[config.mk]
export PLATFORM = sky130hd
export DESIGN_NAME = gcp_div
export DESIGN_NICKNAME = d
export VERILOG_FILES = /design/src/rtl/gcp_pkg.sv /design/src/rtl/gcp_div.sv
export SDC_FILE = /design/constraint.sdc
export NUM_CORES = 1
export LEC_CHECK = 0
export ABC_AREA = 0
export BUFFER_PORTS_ARGS = -buffer_cell sky130_fd_sc_hd__buf_2
export CAP_MARGIN = 10
export CORE_AREA = 4 4 60 62
export CTS_BUF_LIST = sky130_fd_sc_hd__clkbuf_8 sky130_fd_sc_hd__clkbuf_16
export DETAILED_ROUTE_END_ITERATION = 6
export DIE_AREA = 0 0 64 66
export PLACE_DENSITY = 0.79
export SYNTH_ARGS = -nofsm -noshare
export SYNTH_HDL_FRONTEND = slang
export SYNTH_SLANG_ARGS = --single-unit
[constraint.sdc]
create_clock -name clk -period 2.03 [get_ports clk]
set_clock_uncertainty 0.1 [all_clocks]
set_input_delay 0.1015 -clock clk [delete_from_list [all_inputs] [get_ports clk]]
set_output_delay 0.1015 -clock clk [all_outputs]
set_load 0.02 [all_outputs]
[src/rtl/gcp_pkg.sv]
package gcp_pkg;

  localparam int NUM_VALUES  = 16;
  localparam int VAL_W       = 4;
  localparam int MAX_CELLS   = 4096;
  localparam int CELL_W      = 12;
  localparam int QCNT_W      = 13;
  localparam int TRAIL_DEPTH = 65536;
  localparam int TR_AW       = 16;
  localparam int TCNT_W      = 17;
  localparam int DIM_W       = 5;
  localparam int DIM_MAX     = 16;
  localparam int RULE_DEPTH  = 48;
  localparam int RULE_AW     = 6;

  localparam logic [2:0] OP_LOAD     = 3'd0;
  localparam logic [2:0] OP_SET      = 3'd1;
  localparam logic [2:0] OP_RESTRICT = 3'd2;
  localparam logic [2:0] OP_SEED     = 3'd3;
  localparam logic [2:0] OP_SETTLE   = 3'd4;
  localparam logic [2:0] OP_READ     = 3'd5;
  localparam logic [2:0] OP_REWIND   = 3'd6;

  localparam logic [1:0] AX_X    = 2'd0;
  localparam logic [1:0] AX_Z    = 2'd1;
  localparam logic [1:0] AX_Y    = 2'd2;
  localparam logic [1:0] AX_NONE = 2'd3;

  localparam logic [1:0] ST_OK     = 2'd0;
  localparam logic [1:0] ST_CONTRA = 2'd1;
  localparam logic [1:0] ST_FULL   = 2'd2;

  localparam logic [1:0] CFG_WIDTH  = 2'd0;
  localparam logic [1:0] CFG_DEPTH  = 2'd1;
  localparam logic [1:0] CFG_HEIGHT = 2'd2;

  typedef struct packed {
    logic [2:0]            operation;
    logic [1:0]            axis;
    logic [VAL_W-1:0]      lower_value;
    logic [NUM_VALUES-1:0] value_mask;
    logic [CELL_W-1:0]     cell_req;
    logic [TCNT_W-1:0]     step;
  } in_item_t;

  typedef struct packed {
    logic [1:0]            status;
    logic [NUM_VALUES-1:0] domain_bits;
    logic [TCNT_W-1:0]     trail_length;
  } out_item_t;

  typedef struct packed {
    logic              start;
    logic [CELL_W-1:0] dividend;
    logic [DIM_W-1:0]  divisor;
  } div_req_t;

  typedef struct packed {
    logic              done;
    logic [CELL_W-1:0] quot;
    logic [DIM_W-1:0]  rem;
  } div_rsp_t;

endpackage

[src/rtl/gcp_div.sv]
module gcp_div (
  input  logic              clk,
  input  logic              rst_n,
  input  gcp_pkg::div_req_t req,
  output gcp_pkg::div_rsp_t rsp
);
  import gcp_pkg::*;

  localparam int CNT_W = $clog2(CELL_W);

  logic              busy_r, busy_nxt;
  logic              done_r, done_nxt;
  logic [CNT_W-1:0]  cnt_r, cnt_nxt;
  logic [CELL_W-1:0] q_r, q_nxt;
  logic [DIM_W-1:0]  rem_r, rem_nxt;
  logic [DIM_W-1:0]  dvs_r, dvs_nxt;
  logic [DIM_W:0]    trial;

  always_comb begin
    busy_nxt = busy_r;
    done_nxt = 1'b0;
    cnt_nxt  = cnt_r;
    q_nxt    = q_r;
    rem_nxt  = rem_r;
    dvs_nxt  = dvs_r;
    trial    = {rem_r, q_r[CELL_W-1]};
    if (req.start) begin
      busy_nxt = 1'b1;
      cnt_nxt  = '0;
      q_nxt    = req.dividend;
      rem_nxt  = '0;
      dvs_nxt  = req.divisor;
    end else if (busy_r) begin
      // one quotient bit a cycle, restoring
      if (trial >= {1'b0, dvs_r}) begin
        rem_nxt = DIM_W'(trial - {1'b0, dvs_r});
        q_nxt   = {q_r[CELL_W-2:0], 1'b1};
      end else begin
        rem_nxt = trial[DIM_W-1:0];
        q_nxt   = {q_r[CELL_W-2:0], 1'b0};
      end
      cnt_nxt = cnt_r + 1'b1;
      if (cnt_r == CNT_W'(CELL_W - 1)) begin
        busy_nxt = 1'b0;
        done_nxt = 1'b1;
      end
    end
  end

  always_ff @(posedge clk) begin
    if (!rst_n) begin
      busy_r <= 1'b0;
      done_r <= 1'b0;
    end else begin
      busy_r <= busy_nxt;
      done_r <= done_nxt;
    end
  end

  always_ff @(posedge clk) begin
    cnt_r <= cnt_nxt;
    q_r   <= q_nxt;
    rem_r <= rem_nxt;
    dvs_r <= dvs_nxt;
  end

  assign rsp.done = done_r;
  assign rsp.quot = q_r;
  assign rsp.rem  = rem_r;

endmodule

==> metrics.yaml, run 1 <==
outcome:
  outcome: "finished with violations"
  violations: "setup timing"
sta:
  rsz0062_at_grt: "true"
  setup_viol: 6
  hold_violations: 0
  timing.final.ws_setup_ps: -147
  post-route-min-period_ps: 2180
  clock.fmax_ghz: 0.459
  period_share: 1.07
  final_max_slew_viol_count: 0
  final.setup.tns_ps: -648
  worst_pin_slew_ps: 623
  relSlewSlack: 0.584
placement:
  post-place-cells: 199
  portBuffers: 37
  dp_hpwl_mm: 2.05
  gp_congestion: 0.831
  dpl_cell_area_sq_um: 1660
yosys:
  syn-num-nets: 141
  yosys_register_bits: 28
  ys_types: 40
  yosysSeqAreaShare: 0.536
  async_reset_ff_frac: 0
  ys_warn_count: 0
  postSynthAreaPerCell_sq_um: 12.0
  synth_area_sq_um: 1360
  synthFlopType: "edfxtp_1"
  synth_edf_count: 17
  synth_cells: 114
die:
  die_area_sq_um: 4220
  io_pins: 38
  rows: 20
  start_util: 0.450
  die_w_microns: 64
  coreArea_sq_um: 3030
  die_h_microns: 66
critical_path:
  required_ps: 2130
  crit_path_start_kind: "register"
  crit_chain: "inv_1, ha_2, inv_2, fa_2, a211o_1, o211ai_1, nand3_1, a311oi_2"
  cp-end-kind: "register"
  crit_fanout: 5
  rr_startpoint: "q_r[11]"
  reg2reg_slack_ps: -150
  r2r_cells: 8
  max_stage_delay_ps: 410
  slowest_stage: "edfxtp_1"
  r2r-end: "rem_r[1]"
  path_class: "reg2reg"
  cp.arrival_ps: 2280
cells_and_area:
  syn_to_final_growth_pct: 35.1
  fin_nets: 195
  drive_above_1_share: 0.467
  n_antenna_cell: 0
  stdcell_count: 211
  fillerInstances: 240
  fin_area_sq_um: 1840
  layout_commonest_cell: "buf_2"
  final_cell_mix: "37 x buf_2, 17 x edfxtp_1, 12 x buf_4, 11 x mux2_2, 11 x dfxtp_1"
  fin_util: 0.609
clock_network:
  cts_buffers: 3
  clock_latency_ps: 280
  clock_path_buffers: 2
  clock-sinks: 28
  tritoncts: "yes"
  cts-root-buf: "clkbuf_8"
  clkTransAtPathRegs_ps: 100
  h-tree-depth: 1
grt:
  grt_pass1_wl_mm: 4.69
  grt_pass1_vias: 1054
  grt_max_degree: 34
  grt-ovfl-total: 0
  antenna_found_initial: 0
  grtUsageTotal: 0.144
hold_path:
  min_from: "req[11]"
  hp-class: "in2reg"
  worstHoldEndpoint: "q_r[6]"
  min_path_cells: 2
route:
  dr_total_vias: 1086
  wire_per_inst_microns: 14.2
  first_pass_iters: 4
  drc: 0
  drt_wl_total_mm: 3.00
  ant_nets: 0
  vias_per_cell: 5.15
  drt-initial-drc-count: 27
job:
  drv_cap: 0
pwr:
  leakagePower_nw: 0.806
  irDropWorstVdd_mv: 0.550
  total_power_mw: 1.47
  powerDensity_nw_per_um2: 795
synthesized netlist by cell type (all sizes together) (2+ instances only):
library cell	instances	area [sq um]
nor2b	2	12.5
clkbuf	2	7.51
a21oi	5	25.0
a311oi	2	17.5
a211oi	2	15.0
ha	6	75.1
nand3	2	10.0
inv	7	26.3
xnor2	3	26.3
nor2	10	37.5
xor2	2	17.5
dfxtp	11	220
buf	4	20.0
edfxtp	17	510
nand2	4	15.0
a211o	3	27.5
nand3b	2	15.0
mux2	11	124
where the power goes:
part | switching [mW] | internal [mW] | total (mW)
Sequential | 0.0356 | 0.660 | 0.696
Combinational | 0.194 | 0.178 | 0.373
Clock | 0.182 | 0.215 | 0.397
Total | 0.412 | 1.05 | 1.47
worst max path at each step:
| stage | start | end | slack (ps) | depth (start not counted) |
|---|---|---|---|---|
| 2_1_floorplan | q_r[11] | rem_r[2] | -220 | 8 |
| 3_3_place_gp | q_r[11] | rem_r[2] | -70 | 8 |
| 3_5_place_dp | q_r[11] | rem_r[2] | -120 | 8 |
| 4_1_cts | q_r[11] | rem_r[2] | -120 | 8 |
| 5_1_grt | q_r[11] | rem_r[0] | -230 | 8 |
| 6_report | q_r[11] | rem_r[1] | -150 | 8 |
critical path, delay by kind of cell, from the launching register on:
kind | cells | cell delay (ps)
buf+inv | 2 | 120
fa+ha+maj | 2 | 510
compound gates | 3 | 770
flops | 1 | 410
simple gates | 1 | 180
per-layer routing:
layer,track usage,up-vias,wire length (microns)
met3,0.0255,5,167
met4,0.0566,0,38
met1,0.172,516,1240
li1,-,529,-
met2,0.254,36,1550
met5,0,-,0
area by class of cell:
| cell class | instances | area, sq um | share of cell area |
|---|---|---|---|
| repair buffers | 55 | 335 | 0.182 |
| well taps | 44 | 55.1 | 0.0299 |
| multi-input cells | 73 | 629 | 0.341 |
| flip-flops and latches | 28 | 731 | 0.396 |
| inverters | 7 | 26.3 | 0.0143 |
| clock buffers | 4 | 66.3 | 0.0360 |
cells by family after synthesis:
kind of cell,Yosys count,synth area share
XOR/XNOR,5,0.0321
multiplexers,12,0.0982
AO/OA/AOI/OAI,20,0.107
flip-flops,28,0.536
AND/OR/NAND/NOR,29,0.117
adder cells (fa/ha/maj),7,0.0697
buffers and inverters,13,0.0395
registers in the layout, indices dropped and copies added (netlist names):
register  count
q_r          12
dvs_r         5
rem_r         5
cnt_r         4
busy_r        1
done_r        1
stage by stage:
stage	setup WS [ps]	hold WS, ps
after floorplan	-224	100
after global placement	-66.9	178
after detailed placement	-118	180
after CTS	-125	14.0
after global routing	-230	19.0
final	-147	20.6
what timing repair did:
item,CTS,global route
hold buffers,6,0
resized for setup,2,6
endpoints found under the setup margin,6,6
setup buffers,0,2
pin swaps,4,2
endpoints found under the hold margin,7,0
Note: power is estimated with default switching activity, not from simulation.
==> inputs of run 2 (changes only) <==
--- a/config.mk
+++ b/config.mk
@@ -12,6 +12,7 @@
 export CTS_BUF_LIST = sky130_fd_sc_hd__clkbuf_8 sky130_fd_sc_hd__clkbuf_16
 export DETAILED_ROUTE_END_ITERATION = 6
 export DIE_AREA = 0 0 64 66
+export GPL_TIMING_DRIVEN = 0
 export PLACE_DENSITY = 0.79
 export SYNTH_ARGS = -nofsm -noshare
 export SYNTH_HDL_FRONTEND = slang
==> constraint.sdc (replaced) <==
create_clock -name clk -period 2.03 [get_ports clk]
set_clock_uncertainty 0.1 [all_clocks]
set_input_delay 0.1015 -clock clk [delete_from_list [all_inputs] [get_ports clk]]
set_output_delay 0.1015 -clock clk [all_outputs]
set_load 0.005 [all_outputs]
==> metrics.yaml, run 2 (synthesized netlist as in run 1, its figures left out) <==
outcome:
  outcome: "finished with violations"  # unchanged
  violations: "setup timing"  # unchanged
die:
  die_w_microns: 64  # unchanged
  rows: 20  # unchanged
  die_h_microns: 66  # unchanged
  start_util: 0.450  # unchanged
  io_pins: 38  # unchanged
  die_area_sq_um: 4220  # unchanged
  coreArea_sq_um: 3030  # unchanged
clock_network:
  h-tree-depth: 1  # unchanged
  clock_path_buffers: 2  # unchanged
  tritoncts: "yes"  # unchanged
  clock_latency_ps: 280  # about the same
  cts-root-buf: "clkbuf_8"  # unchanged
  cts_buffers: 3  # unchanged
  clock-sinks: 28  # unchanged
  clkTransAtPathRegs_ps: 100  # about the same
grt:
  grt_pass1_vias: 1119  # was 1054
  gr-max-usage-layer: "met2"  # unchanged
  antenna_found_initial: 0  # unchanged
  grtUsageMet3: 0.0323  # was 0.0255
  grt-ovfl-total: 0  # unchanged
  grt_max_degree: 17  # was 34
  use_met1: 0.180  # was 0.172
  grt_pass1_wl_mm: 4.92  # was 4.69 mm
  met2_usage: 0.259  # was 0.254
  grtUsageTotal: 0.150  # was 0.144
pwr:
  irDropWorstVdd_mv: 0.409  # was 0.550 mV
  p_comb_frac: 0.211  # was 0.254
  powerDensity_nw_per_um2: 779  # was 795 nW/um^2
  swShare: 0.258  # was 0.281
  seqPwrFrac: 0.501  # was 0.475
  power_switching_mw: 0.356  # was 0.412 mW
  leakagePower_nw: 0.769  # was 0.806 nW
  clkPwrFrac: 0.288  # was 0.271
  intPower_mw: 1.02  # was 1.05 mW
cells_and_area:
  n_antenna_cell: 0  # unchanged
  final_cell_mix: "38 x buf_2, 17 x edfxtp_1, 11 x mux2_2, 11 x dfxtp_1, 10 x nor2_1"  # was 37 x buf_2, 17 x edfxtp_1, 12 x buf_4, 11 x mux2_2, 11 x dfxtp_1
  fin_area_sq_um: 1770  # was 1840 sq um
  fin_nets: 192  # was 195
  drive_above_1_share: 0.402  # was 0.467
  syn_to_final_growth_pct: 29.8  # was 35.1%
  largest_register_ffs: 12  # unchanged
  layout_commonest_cell: "buf_2"  # unchanged
  top_register: "q_r"  # unchanged
  stdcell_count: 208  # was 211
  largest_registers: "q_r x12, dvs_r x5, rem_r x5"  # unchanged
critical_path:
  cp_top_family: "compound AO/OA/AOI/OAI gates"  # unchanged
  slowest_stage: "edfxtp_1"  # unchanged
  crit_fanout: 5  # unchanged
  cp.arrival_ps: 2320  # was 2280 ps
  path_class: "reg2reg"  # unchanged
  cp-end-kind: "register"  # unchanged
  crit_chain: "inv_1, ha_2, inv_2, fa_2, a211o_1, o211ai_1, nand3_1, a311oi_1"  # was inv_1, ha_2, inv_2, fa_2, a211o_1, o211ai_1, nand3_1, a311oi_2
  crit_path_start_kind: "register"  # unchanged
  required_ps: 2130  # about the same
  cp_num_buf_inv: 2  # unchanged
  max_stage_delay_ps: 400  # was 410 ps
sta:
  worst_pin_slew_ps: 528  # was 623 ps
  post-route-min-period_ps: 2220  # was 2180 ps
  final_max_slew_viol_count: 0  # unchanged
  setup_viol: 5  # was 6
  period_share: 1.10  # was 1.07
  rsz0062_at_grt: "true"  # unchanged
  clock.fmax_ghz: 0.450  # was 0.459 GHz
  timing.final.ws_setup_ps: -194  # was -147 ps
  hold_violations: 0  # unchanged
  relSlewSlack: 0.648  # was 0.584
  final.setup.tns_ps: -714  # was -648 ps
route:
  first_pass_iters: 4  # unchanged
  wire_per_inst_microns: 14.7  # was 14.2 microns
  ant_nets: 0  # unchanged
  vias_per_cell: 5.16  # was 5.15
  drt-initial-drc-count: 34  # was 27
  dr_total_vias: 1074  # was 1086
  drt_wl_total_mm: 3.07  # was 3.00 mm
  drc: 0  # unchanged
placement:
  post-place-cells: 195  # was 199
  dpl_cell_area_sq_um: 1610  # was 1660 sq um
  portBuffers: 37  # unchanged
  dp_hpwl_mm: 2.08  # was 2.05 mm
  gp_congestion: 0.807  # was 0.831
job:
  drv_cap: 0  # unchanged
hold_path:
  hp-class: "in2reg"  # unchanged
[run 2: repair_timing]
action,4_1_cts,5_1_grt
gates resized for setup,0,2
pin swaps,5,3
endpoints found under the setup margin,6,6
hold buffers,6,0
buffers inserted,1,2
endpoints found under the hold margin,7,0
[run 2: cell type report]
class                      count  area (sq um)
fill                         272          1260
buffer                         6          27.5
inverter                       7          26.3
clock buffer                   4          66.3
timing repair buffer          46           268
multi-input combinational     73           597
tap                           44          55.1
sequential                    28           731
[run 2: power groups by stage]
stage	registers (mW)	clock network (mW)	logic (mW)
after CTS	0.691	0.411	0.275
after floorplan	0.702	0	0.166
after global routing	0.698	0.444	0.321
final	0.691	0.397	0.291
after detailed placement	0.703	0	0.260
after global placement	0.701	0	0.250
[run 2: worst paths after layout]
| kind | startpoint | to | slack [ps] | cells past startpoint |
|---|---|---|---|---|
| worst max-delay path | q_r[11] | rem_r[0] | -190 | 8 |
| worst min-delay path | req[17] | dvs_r[2] | 20 | 1 |
| worst max register to register | q_r[11] | rem_r[0] | -190 | 8 |
| worst min register to register | cnt_r[3] | done_r | 420 | 2 |
[run 2: layer usage]
| layer | share of wire | vias to the layer above |
|---|---|---|
| met4 | 0.014 | 0 |
| met1 | 0.42 | 516 |
| met5 | 0 | - |
| li1 | - | 518 |
| met2 | 0.51 | 35 |
| met3 | 0.060 | 5 |
[run 2: metrics by stage]
step	setup WS, ps	util	power, mW	hold slack, ps
after floorplan	-117	-	0.868	100
after global placement	-172	0.531	0.951	177
after detailed placement	-196	0.531	0.963	180
after CTS	-133	0.576	1.38	7.66
after global routing	-253	0.585	1.46	9.74
final	-194	0.585	1.38	19.5
